[src/mbsweep_pkg.sv]
// shared constants, register codes and types of the mark bitmap sweeper
`timescale 1ns / 1ps
`default_nettype none
package mbsweep_pkg;

  localparam int MARK_WORD_BITS = 64;
  localparam int MAX_SLOTS      = 65536;
  localparam int ADDR_W         = 48;
  localparam int SIZE_W         = 16;
  localparam int COUNT_W        = 17;
  localparam int BYTES_W        = 32;
  localparam int WIDX_W         = 10;
  localparam int MWC_W          = 11;
  localparam int NV_W           = 7;
  localparam int OFF_W          = 32;
  localparam int PADDR_W        = 5;
  localparam int PDATA_W        = 64;
  localparam int QUEUE_DEPTH    = 2;
  localparam int QPTR_W         = 1;
  localparam int QCNT_W         = 2;

  localparam logic [ADDR_W-1:0]  RST_REGION_BASE     = '0;
  localparam logic [SIZE_W-1:0]  RST_OBJECT_SIZE     = 16'd8;
  localparam logic [COUNT_W-1:0] RST_SLOT_COUNT      = 17'd65536;
  localparam logic [MWC_W-1:0]   RST_MARK_WORD_COUNT = 11'd1024;

  typedef enum logic [1:0] {
    REG_REGION_BASE     = 2'd0,
    REG_OBJECT_SIZE     = 2'd1,
    REG_SLOT_COUNT      = 2'd2,
    REG_MARK_WORD_COUNT = 2'd3
  } reg_idx_t;

  typedef struct packed {
    logic [ADDR_W-1:0]  region_base;
    logic [SIZE_W-1:0]  object_size;
    logic [COUNT_W-1:0] slot_count;
    logic [MWC_W-1:0]   mark_word_count;
  } cfg_t;

  // one classified mark word, as handed from front to back
  typedef struct packed {
    logic [MARK_WORD_BITS-1:0] free_mask;
    logic [NV_W-1:0]           nvalid;
    logic                      closing;
    logic [OFF_W-1:0]          off_start;
  } q_entry_t;

  typedef enum logic [1:0] {
    BK_IDLE    = 2'd0,
    BK_RUN     = 2'd1,
    BK_SUMMARY = 2'd2
  } bk_state_t;

endpackage
`default_nettype wire

[src/mbsweep_in_if.sv]
// mark word channel
`timescale 1ns / 1ps
`default_nettype none
interface mbsweep_in_if;
  logic                                    valid;
  logic                                    ready;
  logic [mbsweep_pkg::MARK_WORD_BITS-1:0]  mark_word;

  modport source (output valid, output mark_word, input ready);
  modport sink   (input valid, input mark_word, output ready);
endinterface
`default_nettype wire

[src/mbsweep_out_if.sv]
// free-block record channel
`timescale 1ns / 1ps
`default_nettype none
interface mbsweep_out_if;
  logic                              valid;
  logic                              ready;
  logic                              is_free;
  logic [mbsweep_pkg::ADDR_W-1:0]    block_address;
  logic [mbsweep_pkg::ADDR_W-1:0]    next_link;
  logic                              last_of_item;
  logic                              end_of_region;
  logic [mbsweep_pkg::COUNT_W-1:0]   live_objects;
  logic [mbsweep_pkg::COUNT_W-1:0]   freed_objects;
  logic [mbsweep_pkg::BYTES_W-1:0]   live_bytes;
  logic [mbsweep_pkg::BYTES_W-1:0]   free_bytes;

  modport source (output valid, output is_free, output block_address, output next_link,
                  output last_of_item, output end_of_region, output live_objects,
                  output freed_objects, output live_bytes, output free_bytes,
                  input ready);
  modport sink   (input valid, input is_free, input block_address, input next_link,
                  input last_of_item, input end_of_region, input live_objects,
                  input freed_objects, input live_bytes, input free_bytes,
                  output ready);
endinterface
`default_nettype wire

[src/mbsweep_cfg.sv]
// apb configuration registers
`timescale 1ns / 1ps
`default_nettype none
module mbsweep_cfg (
  input  wire logic                               clk,
  input  wire logic                               rst,
  input  wire logic                               psel,
  input  wire logic                               penable,
  input  wire logic                               pwrite,
  input  wire logic [mbsweep_pkg::PADDR_W-1:0]    paddr,
  input  wire logic [mbsweep_pkg::PDATA_W-1:0]    pwdata,
  output logic      [mbsweep_pkg::PDATA_W-1:0]    prdata,
  output logic                                    pready,
  output mbsweep_pkg::cfg_t                       cfg
);
  import mbsweep_pkg::*;

  reg_idx_t idx;
  logic     wr;

  assign idx    = reg_idx_t'(paddr[PADDR_W-1:3]);
  assign wr     = psel & penable & pwrite;
  assign pready = 1'b1;

  always_ff @(posedge clk) begin
    if (rst) begin
      cfg.region_base     <= RST_REGION_BASE;
      cfg.object_size     <= RST_OBJECT_SIZE;
      cfg.slot_count      <= RST_SLOT_COUNT;
      cfg.mark_word_count <= RST_MARK_WORD_COUNT;
    end else if (wr) begin
      unique case (idx)
        REG_REGION_BASE:     cfg.region_base     <= pwdata[ADDR_W-1:0];
        REG_OBJECT_SIZE:     cfg.object_size     <= pwdata[SIZE_W-1:0];
        REG_SLOT_COUNT:      cfg.slot_count      <= pwdata[COUNT_W-1:0];
        REG_MARK_WORD_COUNT: cfg.mark_word_count <= pwdata[MWC_W-1:0];
      endcase
    end
  end

  always_comb begin
    unique case (idx)
      REG_REGION_BASE:     prdata = PDATA_W'(cfg.region_base);
      REG_OBJECT_SIZE:     prdata = PDATA_W'(cfg.object_size);
      REG_SLOT_COUNT:      prdata = PDATA_W'(cfg.slot_count);
      REG_MARK_WORD_COUNT: prdata = PDATA_W'(cfg.mark_word_count);
    endcase
  end

endmodule
`default_nettype wire

[src/mbsweep_front.sv]
// front end: accepts mark words, tracks the word index and classifies each word
`timescale 1ns / 1ps
`default_nettype none
module mbsweep_front (
  input  wire logic               clk,
  input  wire logic               rst,
  input  wire mbsweep_pkg::cfg_t  cfg,
  mbsweep_in_if.sink              marks,
  input  wire logic               q_full,
  output logic                    push,
  output mbsweep_pkg::q_entry_t   entry
);
  import mbsweep_pkg::*;

  logic [WIDX_W-1:0]         word_index;
  logic [WIDX_W-1:0]         word_index_next;
  logic [COUNT_W-1:0]        n;
  logic [COUNT_W-1:0]        nm1;
  logic [WIDX_W-1:0]         final_word;
  logic [COUNT_W-1:0]        first_slot;
  logic [COUNT_W-1:0]        rem;
  logic [NV_W-1:0]           nvalid;
  logic                      word_ok;
  logic [MARK_WORD_BITS-1:0] word_eff;
  logic [MARK_WORD_BITS-1:0] valid_mask;
  logic [SIZE_W-1:0]         first16;

  assign marks.ready = ~q_full;
  assign push        = marks.valid & ~q_full;

  always_comb begin
    n          = (cfg.slot_count > COUNT_W'(MAX_SLOTS)) ? COUNT_W'(MAX_SLOTS)
                                                        : cfg.slot_count;
    nm1        = n - COUNT_W'(1);
    final_word = (n == '0) ? '0 : nm1[SIZE_W-1:6];
    first16    = {word_index, 6'b0};
    first_slot = {1'b0, first16};
    rem        = n - first_slot;
    if (n <= first_slot) begin
      nvalid = '0;
    end else if (rem >= COUNT_W'(MARK_WORD_BITS)) begin
      nvalid = NV_W'(MARK_WORD_BITS);
    end else begin
      nvalid = rem[NV_W-1:0];
    end
    word_ok    = {1'b0, word_index} < cfg.mark_word_count;
    word_eff   = word_ok ? marks.mark_word : '0;
    // slots past the region's end are neither live nor free
    valid_mask = nvalid[NV_W-1] ? '1
                 : ((MARK_WORD_BITS'(1) << nvalid[NV_W-2:0]) - MARK_WORD_BITS'(1));
    entry.free_mask = ~word_eff & valid_mask;
    entry.nvalid    = nvalid;
    entry.closing   = word_index >= final_word;
    entry.off_start = {16'b0, first16} * {16'b0, cfg.object_size};
    word_index_next = entry.closing ? '0 : word_index + WIDX_W'(1);
  end

  always_ff @(posedge clk) begin
    if (rst) begin
      word_index <= '0;
    end else if (push) begin
      word_index <= word_index_next;
    end
  end

endmodule
`default_nettype wire

[src/mbsweep_queue.sv]
// two-entry queue between front and back
`timescale 1ns / 1ps
`default_nettype none
module mbsweep_queue (
  input  wire logic                   clk,
  input  wire logic                   rst,
  input  wire logic                   push,
  input  wire mbsweep_pkg::q_entry_t  push_entry,
  output logic                        full,
  input  wire logic                   pop,
  output logic                        head_valid,
  output mbsweep_pkg::q_entry_t       head_entry
);
  import mbsweep_pkg::*;

  q_entry_t            mem [QUEUE_DEPTH];
  logic [QPTR_W-1:0]   wr_ptr;
  logic [QPTR_W-1:0]   rd_ptr;
  logic [QCNT_W-1:0]   count;

  assign full       = count == QCNT_W'(QUEUE_DEPTH);
  assign head_valid = count != '0;
  assign head_entry = mem[rd_ptr];

  always_ff @(posedge clk) begin
    if (push) begin
      mem[wr_ptr] <= push_entry;
    end
  end

  always_ff @(posedge clk) begin
    if (rst) begin
      wr_ptr <= '0;
      rd_ptr <= '0;
      count  <= '0;
    end else begin
      if (push) begin
        wr_ptr <= wr_ptr + QPTR_W'(1);
      end
      if (pop) begin
        rd_ptr <= rd_ptr + QPTR_W'(1);
      end
      priority if (push && !pop) begin
        count <= count + QCNT_W'(1);
      end else if (pop && !push) begin
        count <= count - QCNT_W'(1);
      end
    end
  end

endmodule
`default_nettype wire

[src/mbsweep_back.sv]
// back end: walks one slot per cycle unless the output stalls, keeps totals and the list head, emits records
`timescale 1ns / 1ps
`default_nettype none
module mbsweep_back (
  input  wire logic                   clk,
  input  wire logic                   rst,
  input  wire mbsweep_pkg::cfg_t      cfg,
  input  wire logic                   q_valid,
  input  wire mbsweep_pkg::q_entry_t  q_entry,
  output logic                        pop,
  mbsweep_out_if.source               records
);
  import mbsweep_pkg::*;

  bk_state_t                 state;
  bk_state_t                 state_next;
  logic [MARK_WORD_BITS-1:0] fm;
  logic [NV_W-1:0]           left;
  logic                      closing;
  logic [OFF_W-1:0]          off;
  logic [ADDR_W-1:0]         free_head;
  logic [COUNT_W-1:0]        live_count;
  logic [COUNT_W-1:0]        freed_count;
  logic [BYTES_W-1:0]        live_byte_total;
  logic [BYTES_W-1:0]        free_byte_total;

  logic                      can_emit;
  logic                      step;
  logic                      emit;
  logic                      sum;
  logic                      last_slot;
  logic                      clear_totals;
  logic [ADDR_W-1:0]         addr;
  logic [BYTES_W-1:0]        size32;
  logic                      rec_last;

  assign can_emit  = ~records.valid | records.ready;
  assign last_slot = left == NV_W'(1);
  assign addr      = cfg.region_base + {16'b0, off};
  assign size32    = {16'b0, cfg.object_size};
  // no free slot left in the word, and no summary to follow
  assign rec_last  = (fm[MARK_WORD_BITS-1:1] == '0) & (~closing | last_slot);

  always_comb begin
    pop  = 1'b0;
    step = 1'b0;
    emit = 1'b0;
    sum  = 1'b0;
    unique case (state)
      BK_IDLE: begin
        pop = q_valid;
      end
      BK_RUN: begin
        step = ~fm[0] | can_emit;
        emit = fm[0] & can_emit;
      end
      BK_SUMMARY: begin
        sum = can_emit;
      end
      default: begin
        pop = 1'b0;
      end
    endcase
    clear_totals = (step & last_slot & closing & fm[0]) | sum;
  end

  always_comb begin
    state_next = state;
    unique case (state)
      BK_IDLE: begin
        if (q_valid) begin
          state_next = (q_entry.nvalid == '0) ? BK_SUMMARY : BK_RUN;
        end
      end
      BK_RUN: begin
        if (step && last_slot) begin
          state_next = (closing && !fm[0]) ? BK_SUMMARY : BK_IDLE;
        end
      end
      BK_SUMMARY: begin
        if (can_emit) begin
          state_next = BK_IDLE;
        end
      end
      default: begin
        state_next = BK_IDLE;
      end
    endcase
  end

  always_ff @(posedge clk) begin
    if (rst) begin
      state <= BK_IDLE;
    end else begin
      state <= state_next;
    end
  end

  // word walk registers
  always_ff @(posedge clk) begin
    if (pop) begin
      fm      <= q_entry.free_mask;
      left    <= q_entry.nvalid;
      closing <= q_entry.closing;
      off     <= q_entry.off_start;
    end else if (step) begin
      fm   <= fm >> 1;
      left <= left - NV_W'(1);
      off  <= off + size32;
    end
  end

  // running totals and list head
  always_ff @(posedge clk) begin
    if (rst || clear_totals) begin
      free_head       <= '0;
      live_count      <= '0;
      freed_count     <= '0;
      live_byte_total <= '0;
      free_byte_total <= '0;
    end else if (step) begin
      if (fm[0]) begin
        free_head       <= addr;
        freed_count     <= freed_count + COUNT_W'(1);
        free_byte_total <= free_byte_total + size32;
      end else begin
        live_count      <= live_count + COUNT_W'(1);
        live_byte_total <= live_byte_total + size32;
      end
    end
  end

  always_ff @(posedge clk) begin
    if (rst) begin
      records.valid <= 1'b0;
    end else if (emit || sum) begin
      records.valid <= 1'b1;
    end else if (records.ready) begin
      records.valid <= 1'b0;
    end
  end

  always_ff @(posedge clk) begin
    if (emit) begin
      records.is_free       <= 1'b1;
      records.block_address <= addr;
      records.next_link     <= free_head;
      records.last_of_item  <= rec_last;
      records.end_of_region <= rec_last & closing;
      records.live_objects  <= live_count;
      records.freed_objects <= freed_count + COUNT_W'(1);
      records.live_bytes    <= live_byte_total;
      records.free_bytes    <= free_byte_total + size32;
    end else if (sum) begin
      records.is_free       <= 1'b0;
      records.block_address <= '0;
      records.next_link     <= free_head;
      records.last_of_item  <= 1'b1;
      records.end_of_region <= 1'b1;
      records.live_objects  <= live_count;
      records.freed_objects <= freed_count;
      records.live_bytes    <= live_byte_total;
      records.free_bytes    <= free_byte_total;
    end
  end

endmodule
`default_nettype wire

[src/mark_bitmap_sweeper.sv]
// Sweeps a region against a mark bitmap and emits a lifo free list, one slot per cycle
// while the record output is not stalled. The back end pops a mark word, walks its valid
// slots in turn and, for a closing word whose last valid slot is live, adds a summary record.
// A word reaches the output through the queue, the word walk registers and the output register.
// Front and back are parted by a 2-entry queue; results sit in an output register.
// Synchronous reset restores register defaults, clears totals, list head and word index.
`timescale 1ns / 1ps
`default_nettype none
module mark_bitmap_sweeper (
  input  wire logic                               clk,
  input  wire logic                               rst,
  input  wire logic                               psel,
  input  wire logic                               penable,
  input  wire logic                               pwrite,
  input  wire logic [mbsweep_pkg::PADDR_W-1:0]    paddr,
  input  wire logic [mbsweep_pkg::PDATA_W-1:0]    pwdata,
  output logic      [mbsweep_pkg::PDATA_W-1:0]    prdata,
  output logic                                    pready,
  mbsweep_in_if.sink                              marks,
  mbsweep_out_if.source                           records
);
  import mbsweep_pkg::*;

  cfg_t     cfg;
  q_entry_t push_entry;
  q_entry_t head_entry;
  logic     push;
  logic     q_full;
  logic     pop;
  logic     head_valid;

  mbsweep_cfg u_cfg (
    .clk     (clk),
    .rst     (rst),
    .psel    (psel),
    .penable (penable),
    .pwrite  (pwrite),
    .paddr   (paddr),
    .pwdata  (pwdata),
    .prdata  (prdata),
    .pready  (pready),
    .cfg     (cfg)
  );

  mbsweep_front u_front (
    .clk    (clk),
    .rst    (rst),
    .cfg    (cfg),
    .marks  (marks),
    .q_full (q_full),
    .push   (push),
    .entry  (push_entry)
  );

  mbsweep_queue u_queue (
    .clk        (clk),
    .rst        (rst),
    .push       (push),
    .push_entry (push_entry),
    .full       (q_full),
    .pop        (pop),
    .head_valid (head_valid),
    .head_entry (head_entry)
  );

  mbsweep_back u_back (
    .clk     (clk),
    .rst     (rst),
    .cfg     (cfg),
    .q_valid (head_valid),
    .q_entry (head_entry),
    .pop     (pop),
    .records (records)
  );

endmodule
`default_nettype wire

[src/flat_wrapper.sv]
// flat-port wrapper written by rule: the top's interface ports become plain ports
module mark_bitmap_sweeper_flat import mbsweep_pkg::*;
  (clk, rst, psel, penable, pwrite, paddr, pwdata, prdata, pready, marks_valid, marks_mark_word, marks_ready, records_valid, records_is_free, records_block_address, records_next_link, records_last_of_item, records_end_of_region, records_live_objects, records_freed_objects, records_live_bytes, records_free_bytes, records_ready);
  mbsweep_in_if marks_i ();
  mbsweep_out_if records_i ();
  input  wire logic clk;
  input  wire logic rst;
  input  wire logic psel;
  input  wire logic penable;
  input  wire logic pwrite;
  input  wire logic [mbsweep_pkg::PADDR_W-1:0] paddr;
  input  wire logic [mbsweep_pkg::PDATA_W-1:0] pwdata;
  output logic      [mbsweep_pkg::PDATA_W-1:0] prdata;
  output logic pready;
  input wire logic [$bits(marks_i.valid)-1:0] marks_valid;
  input wire logic [$bits(marks_i.mark_word)-1:0] marks_mark_word;
  output wire logic [$bits(marks_i.ready)-1:0] marks_ready;
  output wire logic [$bits(records_i.valid)-1:0] records_valid;
  output wire logic [$bits(records_i.is_free)-1:0] records_is_free;
  output wire logic [$bits(records_i.block_address)-1:0] records_block_address;
  output wire logic [$bits(records_i.next_link)-1:0] records_next_link;
  output wire logic [$bits(records_i.last_of_item)-1:0] records_last_of_item;
  output wire logic [$bits(records_i.end_of_region)-1:0] records_end_of_region;
  output wire logic [$bits(records_i.live_objects)-1:0] records_live_objects;
  output wire logic [$bits(records_i.freed_objects)-1:0] records_freed_objects;
  output wire logic [$bits(records_i.live_bytes)-1:0] records_live_bytes;
  output wire logic [$bits(records_i.free_bytes)-1:0] records_free_bytes;
  input wire logic [$bits(records_i.ready)-1:0] records_ready;
  assign marks_i.valid = marks_valid;
  assign marks_i.mark_word = marks_mark_word;
  assign marks_ready = marks_i.ready;
  assign records_valid = records_i.valid;
  assign records_is_free = records_i.is_free;
  assign records_block_address = records_i.block_address;
  assign records_next_link = records_i.next_link;
  assign records_last_of_item = records_i.last_of_item;
  assign records_end_of_region = records_i.end_of_region;
  assign records_live_objects = records_i.live_objects;
  assign records_freed_objects = records_i.freed_objects;
  assign records_live_bytes = records_i.live_bytes;
  assign records_free_bytes = records_i.free_bytes;
  assign records_i.ready = records_ready;
  mark_bitmap_sweeper u_core (.clk(clk), .rst(rst), .psel(psel), .penable(penable), .pwrite(pwrite), .paddr(paddr), .pwdata(pwdata), .prdata(prdata), .pready(pready), .marks(marks_i), .records(records_i));
endmodule
[config.mk]
export PLATFORM = sky130hd
export DESIGN_NAME = mark_bitmap_sweeper_flat
export DESIGN_NICKNAME = d
export VERILOG_FILES = /design/src/mbsweep_pkg.sv /design/src/mbsweep_in_if.sv /design/src/mbsweep_out_if.sv /design/src/mbsweep_cfg.sv /design/src/mbsweep_front.sv /design/src/mbsweep_queue.sv /design/src/mbsweep_back.sv /design/src/mark_bitmap_sweeper.sv /design/src/flat_wrapper.sv
export SDC_FILE = /design/constraint.sdc
export NUM_CORES = 2
export LEC_CHECK = 0
export ABC_AREA = 1
export BUFFER_PORTS_ARGS = -buffer_cell sky130_fd_sc_hd__buf_4
export CAP_MARGIN = 20
export CORE_MARGIN = 1
export CORE_UTILIZATION = 50
export DETAILED_ROUTE_END_ITERATION = 6
export HOLD_SLACK_MARGIN = 0.1
export PLACE_DENSITY = 0.78
export SLEW_MARGIN = 40
export SYNTH_ARGS = -nofsm -noshare
export SYNTH_HDL_FRONTEND = slang
export SYNTH_SLANG_ARGS = --single-unit
[constraint.sdc]
create_clock -name clk -period 8.4 [get_ports clk]
set_clock_uncertainty 0.05 [all_clocks]
set_input_delay 0.42 -clock clk [delete_from_list [all_inputs] [get_ports clk]]
set_output_delay 0.42 -clock clk [all_outputs]
set_load 0.005 [all_outputs]
==> out/summary.txt <==
status: complete, but fails checks
failing checks: DRC
Period minus WS final: 6.818 ns
I/O pins: 404
vias in the first global route: 36063
CTS Root Cell: clkbuf_16
Final GP Congestion: 0.9507
Synth Cell Area: 43900 um^2
Peak VDD IR: 0.0002611 V
Pre-Repair DR Iteration Count: 7
Max Fclk: 146.7 MHz
CP top delay family: adder cells
ys flop type: edfxtp_1
Power Density: 247.9 nW/um^2
RSZ-0062 raised after global routing: false
postcts setup bufs: 0
crit start category: flip-flop
sequential standard cell area: 20050 um^2
Final #Nets: 6071
fill count: 7368
fin cells: 6859
data required time at the worst endpoint: 8.82 ns
dpl ws: 1.763 ns
final worst path period share: 81.17%
HPWL Detailed: 92610 um
Sum Neg Setup Slack: 0 ns
final setup margin: 1.582 ns
Ys Warns: 0
Die X: 298.3 um
critical path, cell by cell: nand2_1, fa_1, fa_1, inv_1, ha_1, inv_1, fa_1, inv_1, fa_1, ha_1, a21oi_1, inv_1, a31oi_1, o21ai_0, a21boi_0, o21ai_0, a21boi_0, o21ai_0, a21boi_0, o21ai_0, a21oi_1, xor2_1
CP max stage delay: 0.88 ns
final-report setup violation count: 0
Slew @ Worst Pin: 0.8600 ns
Final Hold Fails: 0
average via count per standard cell: 5.564
Area Overhead vs Synth: 16.59%
Yosys cell types: 57
Clock Tree Buf Depth: 3
WP data arrival: 7.23 ns
H-tree Lvls: 3
Placed Cells: 6627
sequential share of the synthesized area: 45.65%
first-pass GRT wire length: 198600 um
slew margin rel.: 42.59%
Post-synth EDFFs: 496
Core Region: 86890 um^2
worst-path maximum fanout: 15
share of cells above drive strength 1: 11.61%
clk_lat worst skew: 0.66 ns
Routed WL: 128300 um
area of the multi-input gates: 20470 um^2
total of max-cap violations: 0
clock input transition at the sequential cells of the worst setup and hold paths: 0.06 ns
Initial Util: 50.53%
CTS tree: done
I/O Buffers: 367
full die area: 88990 um^2
Slowest-stage cell, CP: dfxtp_1
number of remaining DRC errors: 2
post-synthesis register bit count: 753
Antenna Nets Post-Route: 0
via count: 38164
pin count of the biggest net entering global routing: 97
ys async rst share: 0%
Pwr Total: 0.01269 W
Worst Path Buf+Inv: 4
initial antenna violation count: 3
Rows: 108
Setup crit end kind: flip-flop
Die Ht: 298.3 um
TritonCTS Buffers: 77
global route overflow: 0
Max Slew Vio Count: 0
Routed WL per cell: 18.71 um
worst min path class: primary input to flip-flop
Sink Count: 753
leakage power: 23.44 nW
Mapped Cells: 5269
Crit Path Category: flip-flop to flip-flop
DRT iter0 DRCs: 3461
Synth Area per Inst: 8.332 um^2
All-Layer GR Usage: 28.33%
==> worst reg2reg max path: stages (launching register included) <==
cell and delay [ns]:
dfxtp_1 0.88, nand2_1 0.20, fa_1 0.53, fa_1 0.52, inv_1 0.04, ha_1 0.27, inv_1 0.05, fa_1 0.54
inv_1 0.06, fa_1 0.47, ha_1 0.36, a21oi_1 0.16, inv_1 0.05, a31oi_1 0.22, o21ai_0 0.17, a21boi_0 0.30
o21ai_0 0.19, a21boi_0 0.32, o21ai_0 0.18, a21boi_0 0.35, o21ai_0 0.25, a21oi_1 0.25, xor2_1 0.22
==> cell type report <==
type,count,area share (%)
Clock buffer,101,4.143
Antenna cell,1,0.004889
Inverter,669,4.911
Tap cell,1155,2.823
Clock inverter,43,1.127
Multi-Input combinational cell,3637,40.00
Timing Repair Buffer,500,7.817
Sequential cell,753,39.17
==> placed cells by master, fill, tap and decap left out, drive strengths merged, types with 87 or more instances in the layout <==
master,instances
clkbuf,101
nor2,643
inv,670
dfxtp,257
ha,178
fa,115
buf,413
nand2,1225
nand3,240
edfxtp,496
dlygate4sd3,87
nand4,171
o21ai,249
a21oi,347
==> cell usage after synthesis (73+ instances only) <==
library cell,instances,share of area [%]
inv_1,637,5.4
xor2_1,73,1.5
fa_1,115,5.2
ha_1,178,5.1
nand4_1,167,2.4
nand2_1,1212,10
nand3_1,236,2.7
o21ai_0,234,2.7
clkbuf_1,147,1.3
nor2_1,610,5.2
a21oi_1,345,3.9
edfxtp_1,496,34
a31oi_1,76,1.1
dfxtp_1,257,12
==> sequential cells by signal, summed over array words and instances (netlist names), 10 cells and up, named ones only <==
signal,count
u_core.u_back.off,32
u_core.u_back.fm,64
u_core.u_back.records.live_bytes,32
u_core.u_back.records.free_bytes,32
u_core.u_back.free_byte_total,32
u_core.u_back.records.block_address,48
u_core.u_back.records.next_link,48
u_core.u_back.live_count,17
u_core.u_back.records.freed_objects,17
u_core.u_back.records.live_objects,17
u_core.u_back.free_head,48
u_core.u_front.word_index,10
u_core.u_cfg.cfg,92
u_core.u_back.freed_count,17
u_core.u_back.live_byte_total,32
u_core.u_queue.mem,196
==> logic make-up (layout without fill, tap and decap cells) <==
group	Yosys count	after routing	synth area share, %
flip-flops	753	753	45.65
other	2	18	0.01711
XOR/XNOR	107	107	2.135
buffers and inverters	894	1313	8.011
multiplexers	7	7	0.1596
AND/OR/NAND/NOR	2413	2413	23.58
adder cells (fa/ha/maj)	293	293	10.32
AO/OA/AOI/OAI	800	800	10.14
==> where the power goes <==
part	leakage, nW	internal (W)	switching, W
clock network	1.32	0.00214	0.00150
logic	15.3	0.00118	0.00228
registers	6.80	0.00514	0.000441
==> worst paths after layout <==
kind	start	to	slack, ns	cells after the start
setup reg to reg	u_core.u_cfg.cfg[32]	u_core.u_queue.mem[0][23]	1.58	22
setup / recovery	u_core.u_cfg.cfg[32]	u_core.u_queue.mem[0][23]	1.58	22
hold reg to reg	u_core.u_back.free_head[14]	u_core.u_back.records.next_link[14]	0.38	0
hold / removal	pwdata[43]	u_core.u_cfg.cfg[87]	0.13	3
==> per-stage QoR <==
step	cell area, um^2	utilization (%)	hold WS (ns)
CTS	51160	58.88	0.1010
global route	51180	58.91	0.1114
finish	51190	58.91	0.1251
floorplan	43960	-	0.3564
detailed placement	47590	54.77	0.3647
global placement	47570	54.75	0.3620
==> per-layer routing <==
layer	wire length, um	vias to the layer above	share of wire [%]	GRT usage, %
li1	-	18217	-	-
met5	44	-	0.034	0
met2	61960	1605	48	48.20
met1	51220	18022	40	36.10
met3	9338	314	7.3	3.449
met4	5779	6	4.5	12.87
==> what timing repair did <==
item	in CTS	in global routing
setup endpoints to repair	0	0
endpoints found under the hold margin	172	0
hold buffers	87	0
resized for setup	0	0
(Power assumes the default switching activity.)
